File: src/hdl/stip_pkg.sv
// ----------------------------------------------------------------------------
// stip_pkg : shared types and constants of the string to integer parser
// Phase encoding, character codes and the digit decode.
// ----------------------------------------------------------------------------
package stip_pkg;

  typedef enum logic [2:0] {
    PH_IDLE   = 3'd0,
    PH_LEAD   = 3'd1,
    PH_SIGNED = 3'd2,
    PH_ZERO   = 3'd3,
    PH_DIGITS = 3'd4,
    PH_DONE   = 3'd5
  } phase_t;

  localparam logic [5:0] BASE_MAX   = 6'd36;
  localparam logic [5:0] BASE_OCT   = 6'd8;
  localparam logic [5:0] BASE_DEC   = 6'd10;
  localparam logic [5:0] BASE_HEX   = 6'd16;
  localparam logic [5:0] BASE_AUTO  = 6'd0;
  localparam logic [5:0] BASE_ONE   = 6'd1;
  localparam logic [5:0] DIGIT_NONE = 6'd36;

  localparam logic [7:0] CH_SPACE = 8'h20;
  localparam logic [7:0] CH_TAB   = 8'h09;
  localparam logic [7:0] CH_CR    = 8'h0d;
  localparam logic [7:0] CH_PLUS  = 8'h2b;
  localparam logic [7:0] CH_MINUS = 8'h2d;
  localparam logic [7:0] CH_ZERO  = 8'h30;
  localparam logic [7:0] CH_NINE  = 8'h39;
  localparam logic [7:0] CH_LO_A  = 8'h61;
  localparam logic [7:0] CH_LO_Z  = 8'h7a;
  localparam logic [7:0] CH_UP_A  = 8'h41;
  localparam logic [7:0] CH_UP_Z  = 8'h5a;
  localparam logic [7:0] CH_LO_X  = 8'h78;
  localparam logic [7:0] CH_UP_X  = 8'h58;
  localparam logic [7:0] LO_BIAS  = 8'd87;  // 'a' - 10
  localparam logic [7:0] UP_BIAS  = 8'd55;  // 'A' - 10

  // digit value 0..35, DIGIT_NONE for anything else
  function automatic logic [5:0] digit_of(input logic [7:0] c);
    logic [7:0] d;
    d = 8'(DIGIT_NONE);
    if (c >= CH_ZERO && c <= CH_NINE) begin
      d = c - CH_ZERO;
    end else if (c >= CH_LO_A && c <= CH_LO_Z) begin
      d = c - LO_BIAS;
    end else if (c >= CH_UP_A && c <= CH_UP_Z) begin
      d = c - UP_BIAS;
    end
    return d[5:0];
  endfunction

endpackage

File: src/hdl/string_to_integer_parser_core.sv
// ----------------------------------------------------------------------------
// string_to_integer_parser_core : streaming strtol, bases 2 to 36 or auto (0)
// Takes one character a word, returns one parsed value per string.
// ----------------------------------------------------------------------------
//  channel | direction | handshake            | payload
//  in      | input     | in_valid / in_stall   | in_ch[7:0], in_first
//  out     | output    | out_valid / out_stall | out_value, out_end_offset,
//          |           |                       | out_range_error, out_base_error
//  cfg     | input     | cfg_wr_en             | cfg_wr_data[5:0] (radix)
//
//  One character per cycle. Each word updates the parse state in the cycle it
//  is accepted; the multiply-accumulate and limit compare of the digit loop
//  sit in that one cycle. A result word shows on out_* the cycle after the
//  terminating character. rst_n is synchronous, active low, and clears the
//  phase, radix and output valid. in_stall is high only while a result word
//  is held and stalled; the output register frees the input side otherwise.
// ----------------------------------------------------------------------------
module string_to_integer_parser_core #(
  parameter int VALUE_BITS = 32,
  parameter int COUNT_BITS = 16
) (
  input  logic                         clk,
  input  logic                         rst_n,
  input  logic                         cfg_wr_en,
  input  logic [5:0]                   cfg_wr_data,
  input  logic                         in_valid,
  output logic                         in_stall,
  input  logic [7:0]                   in_ch,
  input  logic                         in_first,
  output logic                         out_valid,
  input  logic                         out_stall,
  output logic signed [VALUE_BITS-1:0] out_value,
  output logic [COUNT_BITS-1:0]        out_end_offset,
  output logic                         out_range_error,
  output logic                         out_base_error
);

  // product width: magnitude times a 6-bit base plus a digit
  localparam int PW = VALUE_BITS + 7;
  localparam logic [VALUE_BITS-1:0] NEG_LIMIT = {1'b1, {(VALUE_BITS-1){1'b0}}};
  localparam logic [VALUE_BITS-1:0] POS_LIMIT = {1'b0, {(VALUE_BITS-1){1'b1}}};

  // parse state
  stip_pkg::phase_t        phase_r, phase_nxt;
  logic [5:0]              radix_r;
  logic                    neg_r, neg_nxt;
  logic                    ovf_r, ovf_nxt;
  logic [VALUE_BITS-1:0]   acc_r, acc_nxt;
  logic [5:0]              base_r, base_nxt;
  logic [COUNT_BITS-1:0]   cnt_r, cnt_nxt;
  logic                    seen_r, seen_nxt;

  // result register
  logic                    out_valid_r;
  logic [VALUE_BITS-1:0]   value_r, value_nxt;
  logic [COUNT_BITS-1:0]   offset_r, offset_nxt;
  logic                    range_r, range_nxt;
  logic                    berr_r, berr_nxt;

  logic                    accept;
  logic                    emit;
  logic                    do_start;
  logic                    do_digit;
  logic                    bump;
  logic [5:0]              dig;
  logic [VALUE_BITS-1:0]   limit;
  logic [PW-1:0]           prod;

  assign in_stall = out_valid_r & out_stall;
  assign accept   = in_valid & ~in_stall;

  always_comb begin
    phase_nxt  = phase_r;
    neg_nxt    = neg_r;
    ovf_nxt    = ovf_r;
    acc_nxt    = acc_r;
    base_nxt   = base_r;
    cnt_nxt    = cnt_r;
    seen_nxt   = seen_r;
    emit       = 1'b0;
    berr_nxt   = 1'b0;
    do_start   = 1'b0;
    do_digit   = 1'b0;
    bump       = 1'b0;
    dig        = stip_pkg::digit_of(in_ch);
    limit      = POS_LIMIT;
    prod       = '0;

    // new string: fresh state, radix sampled here
    if (in_first) begin
      neg_nxt  = 1'b0;
      ovf_nxt  = 1'b0;
      acc_nxt  = '0;
      cnt_nxt  = '0;
      seen_nxt = 1'b0;
      base_nxt = radix_r;
      if (radix_r == stip_pkg::BASE_ONE || radix_r > stip_pkg::BASE_MAX) begin
        emit      = 1'b1;
        berr_nxt  = 1'b1;
        phase_nxt = stip_pkg::PH_DONE;
      end else begin
        phase_nxt = stip_pkg::PH_LEAD;
      end
    end

    if (!emit) begin
      case (phase_nxt)
        stip_pkg::PH_LEAD: begin
          if (in_ch inside {[stip_pkg::CH_TAB:stip_pkg::CH_CR], stip_pkg::CH_SPACE}) begin
            bump = 1'b1;
          end else if (in_ch == stip_pkg::CH_PLUS || in_ch == stip_pkg::CH_MINUS) begin
            neg_nxt   = (in_ch == stip_pkg::CH_MINUS);
            bump      = 1'b1;
            phase_nxt = stip_pkg::PH_SIGNED;
          end else begin
            do_start = 1'b1;
          end
        end
        stip_pkg::PH_SIGNED: begin
          do_start = 1'b1;
        end
        stip_pkg::PH_ZERO: begin
          // 0x prefix: drop the zero, switch to hex
          if (in_ch == stip_pkg::CH_LO_X || in_ch == stip_pkg::CH_UP_X) begin
            base_nxt  = stip_pkg::BASE_HEX;
            seen_nxt  = 1'b0;
            bump      = 1'b1;
            phase_nxt = stip_pkg::PH_DIGITS;
          end else begin
            do_digit = 1'b1;
          end
        end
        stip_pkg::PH_DIGITS: begin
          do_digit = 1'b1;
        end
        default: begin
        end
      endcase
    end

    // leading zero may open a prefix in auto or hex base
    if (do_start) begin
      if (in_ch == stip_pkg::CH_ZERO &&
          (base_nxt == stip_pkg::BASE_AUTO || base_nxt == stip_pkg::BASE_HEX)) begin
        if (base_nxt == stip_pkg::BASE_AUTO) begin
          base_nxt = stip_pkg::BASE_OCT;
        end
        acc_nxt   = '0;
        seen_nxt  = 1'b1;
        bump      = 1'b1;
        phase_nxt = stip_pkg::PH_ZERO;
      end else begin
        if (base_nxt == stip_pkg::BASE_AUTO) begin
          base_nxt = stip_pkg::BASE_DEC;
        end
        do_digit = 1'b1;
      end
    end

    if (do_digit) begin
      if (base_nxt < 6'd2 || dig >= base_nxt) begin
        emit      = 1'b1;
        phase_nxt = stip_pkg::PH_DONE;
      end else begin
        // acc*base + d > limit is the overflow test
        limit = neg_nxt ? NEG_LIMIT : POS_LIMIT;
        prod  = PW'(acc_nxt) * PW'(base_nxt) + PW'(dig);
        if (!ovf_nxt) begin
          if (prod > PW'(limit)) begin
            acc_nxt = limit;
            ovf_nxt = 1'b1;
          end else begin
            acc_nxt = prod[VALUE_BITS-1:0];
          end
        end
        seen_nxt  = 1'b1;
        bump      = 1'b1;
        phase_nxt = stip_pkg::PH_DIGITS;
      end
    end

    // offset counter sticks at all ones
    if (bump && cnt_nxt != '1) begin
      cnt_nxt = cnt_nxt + 1'b1;
    end

    // result word, from state before the terminator
    value_nxt  = '0;
    offset_nxt = '0;
    range_nxt  = 1'b0;
    if (!berr_nxt && seen_nxt) begin
      value_nxt  = neg_nxt ? ('0 - acc_nxt) : acc_nxt;
      offset_nxt = cnt_nxt;
    end
    if (!berr_nxt) begin
      range_nxt = ovf_nxt;
    end
  end

  always_ff @(posedge clk) begin
    if (!rst_n) begin
      phase_r     <= stip_pkg::PH_IDLE;
      radix_r     <= '0;
      neg_r       <= 1'b0;
      ovf_r       <= 1'b0;
      acc_r       <= '0;
      base_r      <= '0;
      cnt_r       <= '0;
      seen_r      <= 1'b0;
      out_valid_r <= 1'b0;
    end else begin
      if (cfg_wr_en) begin
        radix_r <= cfg_wr_data;
      end
      if (accept) begin
        phase_r <= phase_nxt;
        neg_r   <= neg_nxt;
        ovf_r   <= ovf_nxt;
        acc_r   <= acc_nxt;
        base_r  <= base_nxt;
        cnt_r   <= cnt_nxt;
        seen_r  <= seen_nxt;
      end
      if (accept && emit) begin
        out_valid_r <= 1'b1;
      end else if (!out_stall) begin
        out_valid_r <= 1'b0;
      end
    end
  end

  // result payload, no reset
  always_ff @(posedge clk) begin
    if (accept && emit) begin
      value_r  <= value_nxt;
      offset_r <= offset_nxt;
      range_r  <= range_nxt;
      berr_r   <= berr_nxt;
    end
  end

  assign out_valid       = out_valid_r;
  assign out_value       = value_r;
  assign out_end_offset  = offset_r;
  assign out_range_error = range_r;
  assign out_base_error  = berr_r;

endmodule

File: config.mk
export PLATFORM = sky130hd
export DESIGN_NAME = string_to_integer_parser_core
export DESIGN_NICKNAME = d
export VERILOG_FILES = /design/src/hdl/stip_pkg.sv /design/src/hdl/string_to_integer_parser_core.sv
export SDC_FILE = /design/constraint.sdc
export NUM_CORES = 1
export LEC_CHECK = 0
export BUFFER_PORTS_ARGS = -buffer_cell sky130_fd_sc_hd__clkbuf_2
export CORE_ASPECT_RATIO = 1.25
export CORE_UTILIZATION = 35
export DETAILED_ROUTE_END_ITERATION = 7
export PLACE_DENSITY_LB_ADDON = 0.08
export SETUP_SLACK_MARGIN = 0.02
export SYNTH_ARGS = -nofsm -noshare
export SYNTH_HDL_FRONTEND = slang
export SYNTH_SLANG_ARGS = --single-unit
export TNS_END_PERCENT = 20
File: constraint.sdc
create_clock -name clk -period 12.92 [get_ports clk]
set_input_delay 1.292 -clock clk [delete_from_list [all_inputs] [get_ports clk]]
set_output_delay 1.292 -clock clk [all_outputs]
set_load 0.1 [all_outputs]
==> metrics.yaml <==
status:
  status: "finished with violations"
  violations: "design-rule violations"
power:
  peakVddDrop_v: 0.0000815
  p_sw_mw: 0.597
  p_seq_share_pct: 31.4
  p_leak_nw: 7.59
  p_clk_share_pct: 33.3
  power.total_mw: 1.43
  swShare_pct: 41.6
  comb_power_share_pct: 35.3
  p_int_mw: 0.837
  power_density_nw_per_um2: 89.1
clocking:
  ctsHoldBuffers: 0
  h-tree-depth: 4
  cts_tree: "yes"
  cts_made_buffers: 17
  cts-root-buf: "clkbuf_16"
  clock_latency_ns: 0.42
  cts.reportedPaths.clkPinSlew_ns: 0.06
  clockBufferDepth: 2
  clock-sinks: 117
yosys:
  synth-simple-area-share_pct: 22.9
  syn-cell-area_um2: 14600
  synth_most_common_cell: "nor2_1"
  syn_area_per_cell_um2: 8.32
  synth_commonest_cells: "nor2_1 (208), nand2_1 (173), ha_1 (135)"
  synth-seq-cells: 117
  synth_edf_count: 50
  synth.largest_area_cell: "fa_1"
  synth_top_family_by_area: "adder cells"
  syn-num-nets: 2028
  synth_xor_area_share_pct: 4.39
  yosys.area_share.adder_pct: 28.7
  yosysUniqueCellTypes: 88
  async_reset_ff_share_pct: 0
  ys.flop_type: "dfxtp_1"
  synth_top_area_share_pct: 17.1
  synth_cells: 1749
  synth-compound-area-share_pct: 17.5
  synth_mux_area_share_pct: 1.13
  ys_seq_area_share_pct: 19.5
  synthTopCellsByArea: "fa_1 (17%), ha_1 (12%), edfxtp_1 (10%)"
  synth_warnings: 0
drt:
  drtAntennaViolNets: 0
  first_pass_iters: 8
  first_iter_violations: 764
  wirelength_um: 49000
  routed_via_density: 5.55
  vias: 13000
  drc: 2
  wire_per_inst_um: 21.0
setup_path:
  cp-start-kind: "input pin"
  crit_required_ns: 13.17
  critPathTopFamily: "compound AO/OA/AOI/OAI gates"
  slowest_delay_ns: 0.54
  cp-end-kind: "flop"
  cp_data_arrival_time_ns: 12.33
  crit_type: "input pin to flop"
  critical_path_buf_inv_count: 8
  worstPathMaxFanout: 10
  crit_path_frequent_cell: "inv_1"
  crit_path_top_delay_cell: "fa_1"
timing:
  final_max_slew_viol_count: 0
  hold_viol_final: 0
  period_share_pct: 93.5
  tns_ns: 0
  worst_slew_pin_slew_ns: 1.06
  min_period_ns: 12.08
  fin_worst_skew_ns: 0.0119
  rsz0062_at_grt: "no"
  relSlewSlack_pct: 29.6
  setup_viol_count_final: 0
  max_freq_mhz: 82.8
floorplanning:
  die_width_um: 184
  start_util_pct: 35.5
  dieArea_um2: 42400
  core_um2: 41000
  ios: 72
  fp-row-count: 83
  fp.dieH_um: 230
finish:
  seq_area_um2: 2840
  finalNetCount: 2050
  num-fill-cells: 4245
  drive_gt1_share_pct: 10.4
  fin_cells: 2336
  multi_input_area_um2: 10900
  num_antenna_cells: 0
  area_delta_synth_final_pct: 10.7
  post-route-util_pct: 39.3
placement:
  portBuffers: 71
  dp_hpwl_um: 38600
  place_inst: 2303
  place.gp.congestion: 0.903
global_routing:
  grt_pass1_vias: 13100
  grt_util_all_layers_pct: 23.8
  antenna_found_initial: 1
  grt.overflow.total: 0
  grt_pass1_wl_um: 77100
  grt_max_degree: 75
hold_path:
  hold_path.class: "flop to flop"
flow_run:
  cap_violations: 0
==> power by group through the flow <==
stage	combinational, mW	clock [mW]	sequential [mW]
after global placement	0.501	0	0.459
final	0.506	0.478	0.450
after global routing	0.545	0.502	0.454
after detailed placement	0.502	0	0.459
after floorplan	0.262	0	0.549
after CTS	0.504	0.486	0.451
==> worst paths after layout <==
check                          startpoint                          end  slack (ns)  cells past startpoint
setup / recovery                 in_ch[1]  out_value[24]$_SDFFCE_PN0P_        0.84                     47
hold / removal     base_r[0]$_SDFFE_PN0P_       base_r[0]$_SDFFE_PN0P_        0.48                      2
setup reg to reg  radix_r[2]$_SDFFE_PN0P_  out_value[24]$_SDFFCE_PN0P_        1.66                     44
hold reg to reg    base_r[0]$_SDFFE_PN0P_       base_r[0]$_SDFFE_PN0P_        0.48                      2
==> area by class of cell <==
class	count	area share, %
inverters	116	2.70
clock buffers	19	2.75
repair buffers	107	3.96
multi-input cells	1412	67.7
flip-flops and latches	117	17.7
clock inverters	13	0.909
well taps	552	4.29
==> layout by cell type, fill, tap and decap left out, types with 19 or more instances in the layout <==
| master | n |
|---|---|
| fa_1 | 124 |
| edfxtp_1 | 50 |
| nor2_1 | 207 |
| ha_1 | 135 |
| nand2_1 | 173 |
| inv_1 | 111 |
| o21ai_0 | 76 |
| a21o_1 | 23 |
| nand3_1 | 45 |
| clkbuf_2 | 71 |
| xnor2_1 | 44 |
| a21oi_1 | 93 |
| xor2_1 | 29 |
| a31oi_1 | 19 |
| and3_1 | 84 |
| and2_1 | 46 |
| dfxtp_1 | 67 |
| nor3_1 | 32 |
| buf_4 | 35 |
| a211oi_1 | 27 |
| nand4_1 | 21 |
==> state kept, by name, summed over array words and instances (netlist names) <==
name,cells
acc_r,32
base_r,6
cnt_r,16
neg_r,1
out_base_error,1
out_end_offset,16
out_range_error,1
out_valid,1
out_value,32
ovf_r,1
phase_r,3
radix_r,6
seen_r,1
==> tightest hold or removal path: stages, from the launching register on <==
cell     delay (ns)
dfxtp_1        0.32
nand2_1        0.06
a21oi_1        0.05
==> cells by family (layout without fill, tap and decap cells) <==
logic type / after synthesis / after routing
DFF: 117 / 117
and+or+nand+nor: 685 / 685
AOI/OAI and AO/OA: 379 / 379
adders and majority gates: 259 / 259
muxes: 16 / 16
buffers and inverters: 220 / 255
xor gates and xnor gates: 73 / 73
==> metrics by stage <==
step | hold slack (ns) | setup WS, ns | cell area [µm²]
detailed placement | 0.469 | 0.0930 | 15500
CTS | 0.478 | 0.465 | 16100
global route | 0.495 | 0.0471 | 16100
floorplan | 0.446 | 1.09 | 14600
finish | 0.475 | 0.842 | 16100
global placement | 0.462 | 0.130 | 15500
==> routing by layer <==
layer  vias up  share of wire [%]  GRT usage (%)  wire length [µm]
li1       6188                  -              -                 -
met1      6406                 43           29.8             20900
met2       310                 51           42.4             25200
met3        71                3.2           2.07              1570
met4         0                2.8           7.53              1380
met5         -                  0              0                 0
==> what timing repair did <==
action,CTS,global route
endpoints found under the setup margin,0,12
setup buffers,0,1
hold endpoints to repair,0,0
gates resized for setup,0,4
Power figures use the tool's default switching activity.
